[src/sv/crs_pkg.sv]
package crs_pkg;

   // Grid limits
   localparam int GRID_DIM_MAX = 4;
   localparam int COORD_BITS   = 16;
   localparam int RANK_BITS    = 32;

   // Fixed field widths
   localparam int DIR_BITS      = 2;
   localparam int DISP_BITS     = 32;
   localparam int NDIM_BITS     = 3;
   localparam int PERIODIC_BITS = 4;
   localparam int CFG_BITS      = 64;
   localparam int ADDR_BITS     = 6;
   localparam int REG_IDX_BITS  = 3;

   // Shifted coordinate: coordinate plus or minus displacement, with sign
   localparam int TGT_BITS = DISP_BITS + 2;
   // Magnitude of the shifted coordinate always fits the displacement width
   localparam int MAG_BITS = DISP_BITS;

   // Remainder unit: bits consumed per pipeline stage
   localparam int REM_STEP   = 4;
   localparam int DIV_STAGES = MAG_BITS / REM_STEP;

   // Stride factors: sizes of the dimensions after the direction
   localparam int FAC_CNT       = (GRID_DIM_MAX > 1) ? GRID_DIM_MAX - 1 : 1;
   localparam int SLOT_IDX_BITS = 4;
   localparam int SLOT_CNT      = 1 << SLOT_IDX_BITS;
   localparam int DIR_CNT       = 1 << DIR_BITS;

   // Pipeline: entry, remainder stages, fixup, multiply, add
   localparam int FIX_STAGE  = DIV_STAGES + 1;
   localparam int MUL_STAGE  = DIV_STAGES + 2;
   localparam int ADD_STAGE  = DIV_STAGES + 3;
   localparam int NUM_STAGES = DIV_STAGES + 4;

   // Register indexes
   localparam logic [REG_IDX_BITS-1:0] REG_NUM_DIMS      = 3'd0;
   localparam logic [REG_IDX_BITS-1:0] REG_DIM_SIZES     = 3'd1;
   localparam logic [REG_IDX_BITS-1:0] REG_OWN_COORDS    = 3'd2;
   localparam logic [REG_IDX_BITS-1:0] REG_PERIODIC_MASK = 3'd3;
   localparam logic [REG_IDX_BITS-1:0] REG_OWN_RANK      = 3'd4;

   // Register reset values
   localparam logic [NDIM_BITS-1:0] RST_NUM_DIMS  = 3'd1;
   localparam logic [CFG_BITS-1:0]  RST_DIM_SIZES = 64'h0001_0001_0001_0001;

   typedef logic [COORD_BITS-1:0] coord_type;
   typedef logic [RANK_BITS-1:0]  rank_type;

   // One neighbor (source or destination) as it moves down the pipe
   typedef struct packed {
      logic                neg;
      logic [MAG_BITS-1:0] mag;
      coord_type           rem;
      logic                inrange;
      rank_type            delta;
      logic                ok;
   } side_type;

   typedef struct packed {
      logic                     dirok;
      logic                     per;
      coord_type                coord;
      coord_type                size;
      coord_type [FAC_CNT-1:0]  fac;
      rank_type                 stride;
      side_type                 src;
      side_type                 dst;
   } stage_type;

endpackage

[src/sv/crs_rem_step.sv]
module crs_rem_step
   import crs_pkg::*;
(
   input  coord_type             rem_cur,
   input  logic [REM_STEP-1:0]   bits_cur,
   input  coord_type             size_cur,
   output coord_type             rem_nxt
);

   // Restoring remainder: shift in one bit, subtract size when it fits
   always_comb begin : rem_chain
      logic [COORD_BITS:0] part;
      coord_type           acc;
      acc  = rem_cur;
      part = '0;
      for (int j = 0; j < REM_STEP; j++) begin
         part = {acc, bits_cur[REM_STEP-1-j]};
         if (part >= {1'b0, size_cur}) begin
            part = part - {1'b0, size_cur};
         end
         acc = part[COORD_BITS-1:0];
      end
      rem_nxt = acc;
   end

endmodule

[config.mk]
export PLATFORM = sky130hd
export DESIGN_NAME = crs_rem_step
export DESIGN_NICKNAME = d
export VERILOG_FILES = /design/src/sv/crs_pkg.sv /design/src/sv/crs_rem_step.sv
export SDC_FILE = /design/constraint.sdc
export NUM_CORES = 1
export LEC_CHECK = 0
export ABC_CLOCK_PERIOD_IN_PS = 24200
export BUFFER_PORTS_ARGS = -buffer_cell sky130_fd_sc_hd__buf_4
export CORE_MARGIN = 10
export CORE_UTILIZATION = 41
export DETAILED_ROUTE_END_ITERATION = 12
export MAX_ROUTING_LAYER = met4
export PLACE_DENSITY_LB_ADDON = 0.25
export SLEW_MARGIN = 40
export SYNTH_ARGS = -nofsm -noshare
export SYNTH_HDL_FRONTEND = slang
export SYNTH_SLANG_ARGS = --single-unit
[constraint.sdc]
create_clock -name vclk -period 24.2
set_input_delay 4.84 -clock vclk [all_inputs]
set_output_delay 4.84 -clock vclk [all_outputs]
set_load 0.005 [all_outputs]
==> results of run 1 <==
==> how the worst min path moves through the flow <==
| stage | startpoint | to | cells past startpoint |
|---|---|---|---|
| 2_1_floorplan | bits_cur[0] | rem_nxt[0] | 2 |
| 3_3_place_gp | bits_cur[0] | rem_nxt[0] | 4 |
| 3_5_place_dp | bits_cur[0] | rem_nxt[0] | 4 |
| 4_1_cts | bits_cur[0] | rem_nxt[0] | 4 |
| 5_1_grt | bits_cur[0] | rem_nxt[0] | 4 |
| 6_report | bits_cur[0] | rem_nxt[0] | 4 |
==> area by class of cell <==
class                           instances  area, µm²
Multi-Input combinational cell        449       3590
Timing Repair Buffer                   53        398
Tap cell                              111        139
Inverter                               40        150
Fill cell                             913       4870
==> critical path: cells and delay by family <==
family | cells | cell delay, ps
simple gates | 11 | 2580
mux | 4 | 1730
buf+inv | 5 | 790
compound gates | 18 | 4550
fa+ha+maj | 4 | 1340
==> power by group through the flow <==
stage	clock network (mW)	logic [mW]	registers, mW
floorplan	0	0.631	0
global placement	0	0.855	0
detailed placement	0	0.857	0
CTS	0	0.861	0
global route	0	0.944	0
finish	0	0.859	0
==> layer usage <==
layer / vias up / GRT usage, % / part of all wire (%)
met1: 1750 / 21.6 / 49
li1: 1940 / - / -
met5: - / - / 0
met3: 4 / 0.360 / 3.6
met2: 87 / 27.9 / 47
met4: 0 / 1.15 / 0.37
==> cell usage after synthesis (all sizes together), types with 8 or more instances <==
master and count:
nor2 37, ha 64, xor2 18, nand4 10, a211oi 8, o21ai 29, inv 40, nand3 13
a21oi 43, xnor2 29, mux2i 9, nor2b 11, mux2 45, nand2 27, nor3 11, a21o 15
==> cells in the final DEF (no fill, tap or decap), drive strengths merged, types with 2 or more instances in the layout <==
| cell | count |
|---|---|
| a211oi | 8 |
| nor4 | 5 |
| a21boi | 6 |
| nand2 | 27 |
| buf | 53 |
| o31ai | 5 |
| a21oi | 43 |
| mux2i | 9 |
| nand2b | 7 |
| o211ai | 3 |
| inv | 40 |
| a311oi | 2 |
| o41ai | 2 |
| o21ai | 29 |
| o21bai | 7 |
| ha | 64 |
| a2111o | 2 |
| xnor2 | 29 |
| or3 | 2 |
| mux2 | 45 |
| o22ai | 2 |
| o2111ai | 2 |
| or2 | 2 |
| nor2b | 11 |
| fa | 4 |
| xor2 | 18 |
| a311o | 2 |
| a21o | 15 |
| and2 | 3 |
| a31oi | 5 |
| o31a | 2 |
| nand4 | 10 |
| nor2 | 37 |
| nand3 | 13 |
| nor3 | 11 |
| o21a | 7 |
==> cells by family (layout without fill, tap and decap cells) <==
| kind of cell | after synthesis | count (layout) | share of synthesized area (%) |
|---|---|---|---|
| AOI/OAI and AO/OA | 148 | 148 | 25.2 |
| xor gates and xnor gates | 47 | 47 | 10.8 |
| adders and majority gates | 68 | 68 | 23.0 |
| buffers and inverters | 51 | 93 | 6.09 |
| muxes | 54 | 54 | 17.8 |
| and+or+nand+nor | 132 | 132 | 17.1 |
==> through the flow <==
step,power [mW],cells,worst slack [ps],area (µm²),util [%]
6_report,0.859,653,3490,4280,46.7
5_1_grt,0.944,653,2740,4280,46.7
4_1_cts,0.861,653,3640,4280,46.7
3_5_place_dp,0.857,653,3680,4280,46.7
3_3_place_gp,0.855,653,3940,4280,46.7
2_1_floorplan,0.631,500,4830,3820,-
==> results.txt, run 1 <==
The launch point of the critical path is size_cur[10]. The number of global-route vias before repair was 3750; the number of gates resized after cts was 0. Registers take 0 µm². The share of total power dissipated in combinational logic is 100.0%. In this run the tightest slew margin relative to its limit is 48.0%. Timing would allow up to 0.0483 GHz.

Adding up every negative setup slack in the final design gives 0 ps. The fraction of layout instances using a drive strength above 1 works out to 19.4%. The logs give 5 for the number of iterations in the first detailed-routing pass and 52 for the total I/O pin count.

The area share of the leading cell type in the synthesized netlist was 20.9%. The worst setup path is captured at a primary output. The global-route wire length before repair is 18100 µm, and the number of vias in the routed layout is 3781.

Critical setup path kind: in -> out. STA classifies the critical path startpoint as an input port. The area enclosed by the die boundary is 13600 µm².

The net switching share of the total power is 45.8%. Entering global routing, the biggest net connects 25 pins. For this block, the routed nets add up to 11000 µm of wire. From bottom edge to top edge, the die measures 117 µm. The logs give 0% for the sequential group share of total power and 266 for the detailed router's first-iteration violation count. For the worst setup path, the data arrival time is 15870 ps.

The synthesized design spends more area on one cell type than any other, namely ha_1. The min-delay analysis places its worst path in the category in -> out. Among all stages on the critical path, the largest delay is contributed by mux2i_4.

The layout has 0 clock buffers. Measured along the x axis, the die boundary spans 117 µm. Setup repair after global routing left no endpoint under its margin. Of the available clock period, the critical path in the final layout requires 85.6%. The number of hold buffers added after CTS was 0. The total internal power is 0.465 mW, and the post-synth net total is 604. The time the worst path needs with I/O delays and setup works out to 20710 ps. Once the floorplan was initialized, standard cells occupied 41.8% of the core.

For the count of final hold-check violations, the log shows 0. At the pin with the least slew margin, the transition time is 763 ps. The count of nets left with antenna violations once routing finished came out at 0. VDD sags by at most 0.108 mV.

The final layout contains a sequential cell count of 0. The max-cap violation count is 0, and the wire length per cell after detailed routing is 16.9 µm. A synthesized cell averages 7.65 µm². The antenna diode instance count was 0. Final setup violation count: 0. The overall fraction of global-route tracks in use is 16.2%, and the total global routing overflow is 0. Buffers placed on the I/O ports in this run total 52. The critical path ends at rem_nxt[1].

The biggest cell delay along the critical path is 620 ps, and the total number of yosys warnings is 0. In the post-synthesis netlist, the biggest area contributors are ha_1 21%, mux2_2 7.7%, mux2_4 7.5%, xnor2_1 6.6%, a21oi_1 5.6%. Relative to the synthesized area, the layout overhead comes to 11.9%.

For this design the static power due to leakage is 2.01 nW. At the end of the flow, the number of nets in the layout was 648. For the weighted congestion at the end of routability-driven global placement, the log shows 1.02. The run finished with clean final reports. Synthesis produced 500 cells. In this run the power density over the cells is 201 nW/µm². In this run the cell area of the synthesized design comes to 3820 µm².

The run gives 0 as the initial antenna violation count. The most frequent cell on the critical path was ha_1. The worst hold slack is 10070 ps. For the final count of pins violating max slew, the log shows 0. The analysis attributes to net switching a power of 0.393 mW.

The largest fanout on the critical path was 24. The HPWL after detailed placement is 9540 µm. In the routed design, unresolved DRC markers number 0. The detailed-route vias per instance works out to 5.79.

The total area inside the core boundary comes to 9150 µm². The count of standard-cell rows is 35, and the buffers inserted during post-CTS setup optimization is 0. The run gives 0% as the clock network power share.

At the worst endpoint, the required time is 19360 ps. The tools report the post-synthesis cell type count as 55. Sequential cells were found to cover 0% of the synthesized design area.
(Power assumes the default switching activity.)
==> run 2: changes to the inputs <==
CELL_PAD_IN_SITES_DETAIL_PLACEMENT = 1   (was unset)
CELL_PAD_IN_SITES_GLOBAL_PLACEMENT = 1   (was unset)
GPL_TIMING_DRIVEN = 0   (was unset)
==> results.txt, run 2 (synthesis results as in run 1) <==
The run finished with clean final reports. The wire length per cell after detailed routing was 18.6 µm. Net switching is 45.9% of the power. The launch point of the critical path was size_cur[10]. The final count of pins violating max slew was 0; the total internal power was 0.481 mW. Derived from the worst setup path, the maximum achievable clock frequency is 0.0459 GHz. Measured along the x axis, the die boundary spans 117 µm. The aggregate negative setup slack came out at 0 ps. Dividing total power by cell area gives a power density of 204 nW/µm².

The run gives 0 as the final setup violation count. The number of iterations in the first detailed-routing pass came out at 4. On the worst path, the slowest cell contributes a delay of 570 ps. The worst setup path is launched from an input port. The most common cell after layout, fill and taps aside was ha_1. In the finished design the tool counted flip-flops and latches totalling 0.

Of all nets on the critical path, the largest fanout is 10. During I/O placement, the number of pins put on the boundary was 52. The switching power summed over all nets came out at 0.408 mW. The final worst-path cycle share is 90.0%, and the area enclosed by the die boundary is 13600 µm². The count of final hold-check violations was 0.

The total DRC errors in the routed layout is 0. The detail route stage leaves a number of antenna-violating nets equal to 0. Summing all flip-flop and latch instances after layout gives 0 µm².

During placement, the flow inserted port buffers numbering 52. Row generation in the floorplan step produced 35 rows. After the first detailed-routing iteration, the DRC count stood at 136. The number of hold-repair buffers added at the cts stage came out at 0. The fraction of layout instances using a drive strength above 1 came out at 19.9%. The logs give 19900 µm for the global-route wire length before repair and 0% for the clock network power share. The share of total power dissipated in combinational logic is 100.0%.

The run gives 0 as the max-cap violation count. Critical hold path startpoint: bits_cur[0]. The relative slew slack was 57.8%; the total global routing overflow was 0. Leaving out fill and tap cells, the most frequent cells in the layout are 64 x ha_1, 52 x buf_4, 43 x a21oi_1, 40 x inv_1, 37 x nor2_1.

The tools report the weighted congestion at the end of routability-driven global placement as 0.887. The routed design could run at a clock period as short as 21770 ps. For the net count of the finished layout, the log shows 658. Setup repair after global routing left no endpoint under its margin. For the final worst setup slack, the log shows 2430 ps.

Global routing used 18.1% of the available tracks. For the pin with the worst max-slew slack, the measured transition is 633 ps. Cell at the slowest stage of the critical path: a221oi_1.

The number of gates resized after cts is 0. The logs give 19360 ps for the data required time of the worst path and 0% for the sequential group share of total power. Once the clock tree was built, the setup fixing pass inserted 0 buffers. Measured along the y axis, the die boundary spans 117 µm.

Across all hold checks on the routed design, the worst slack comes to 10090 ps. The initial utilization of the core area, before any placement, comes to 41.8%. Entering global routing, the biggest net connects 11 pins. The multi-input logic area came out at 3590 µm².

Worst-case setup slack after placement: 2570 ps. The area growth from synthesis to final layout is 13.8%, and the number of vias in the routed layout is 3948. For the worst setup path, the data arrival time is 16930 ps. In this run the static leakage power is 2.05 nW. The initial antenna violation count came out at 0. After detailed routing, the number of vias per cell comes to 5.95. The worst setup path is of the in -> out kind. The tools report the wire length after detailed routing as 12300 µm. The antenna diode instance count was 0; the clock tree buffer count of the final layout was 0. For the final-layout fill cell count, the log shows 1168.

Type of the most critical hold path: in -> out. The logs give 10900 µm for the HPWL after detailed placement and 9150 µm² for the floorplan core area. The number of global-route vias before repair came out at 4113.

The endpoint kind of the worst setup timing path was a primary output. VDD sags by at most 0.116 mV.
run 2: path summary, 6_finish.rpt:
kind                endpoint  depth (start not counted)  slack (ps)
setup / recovery  rem_nxt[9]                         47        2430
hold / removal    rem_nxt[0]                          4       10090
run 2: metal layers:
layer | wire length (µm) | vias up | GRT usage, %
li1 | - | 1953 | -
met1 | 5760 | 1909 | 22.7
met2 | 6020 | 80 | 32.1
met3 | 447 | 6 | 1.13
met4 | 78 | 0 | 1.81
met5 | 0 | - | -
run 2: through the flow:
stage / total power [mW] / std cells / instance area (µm²) / util, %
after floorplan: 0.631 / 500 / 3820 / -
after global placement: 0.865 / 663 / 4350 / 47.6
after detailed placement: 0.893 / 663 / 4350 / 47.6
after CTS: 0.897 / 663 / 4350 / 47.6
after global routing: 0.976 / 663 / 4350 / 47.6
final: 0.888 / 663 / 4350 / 47.6
run 2: power by group through the flow:
| stage | combinational, mW | sequential (mW) | clock, mW |
|---|---|---|---|
| after floorplan | 0.631 | 0 | 0 |
| after global placement | 0.865 | 0 | 0 |
| after detailed placement | 0.893 | 0 | 0 |
| after CTS | 0.897 | 0 | 0 |
| after global routing | 0.976 | 0 | 0 |
| final | 0.888 | 0 | 0 |
run 2: final cells by class:
| class | count | area share, % |
|---|---|---|
| multi-input cells | 449 | 82.5 |
| repair buffers | 52 | 8.97 |
| inverters | 40 | 3.45 |
| well taps | 111 | 3.19 |
| plain buffers | 11 | 1.90 |
run 2: critical path: cells and delay by family:
kind                     cells  cell delay [ps]
AO/OA/AOI/OAI               18             4990
AND/OR/NAND/NOR             11             2480
buffers and inverters       10             1990
multiplexers                 4             1330
adder cells (fa/ha/maj)      4             1310
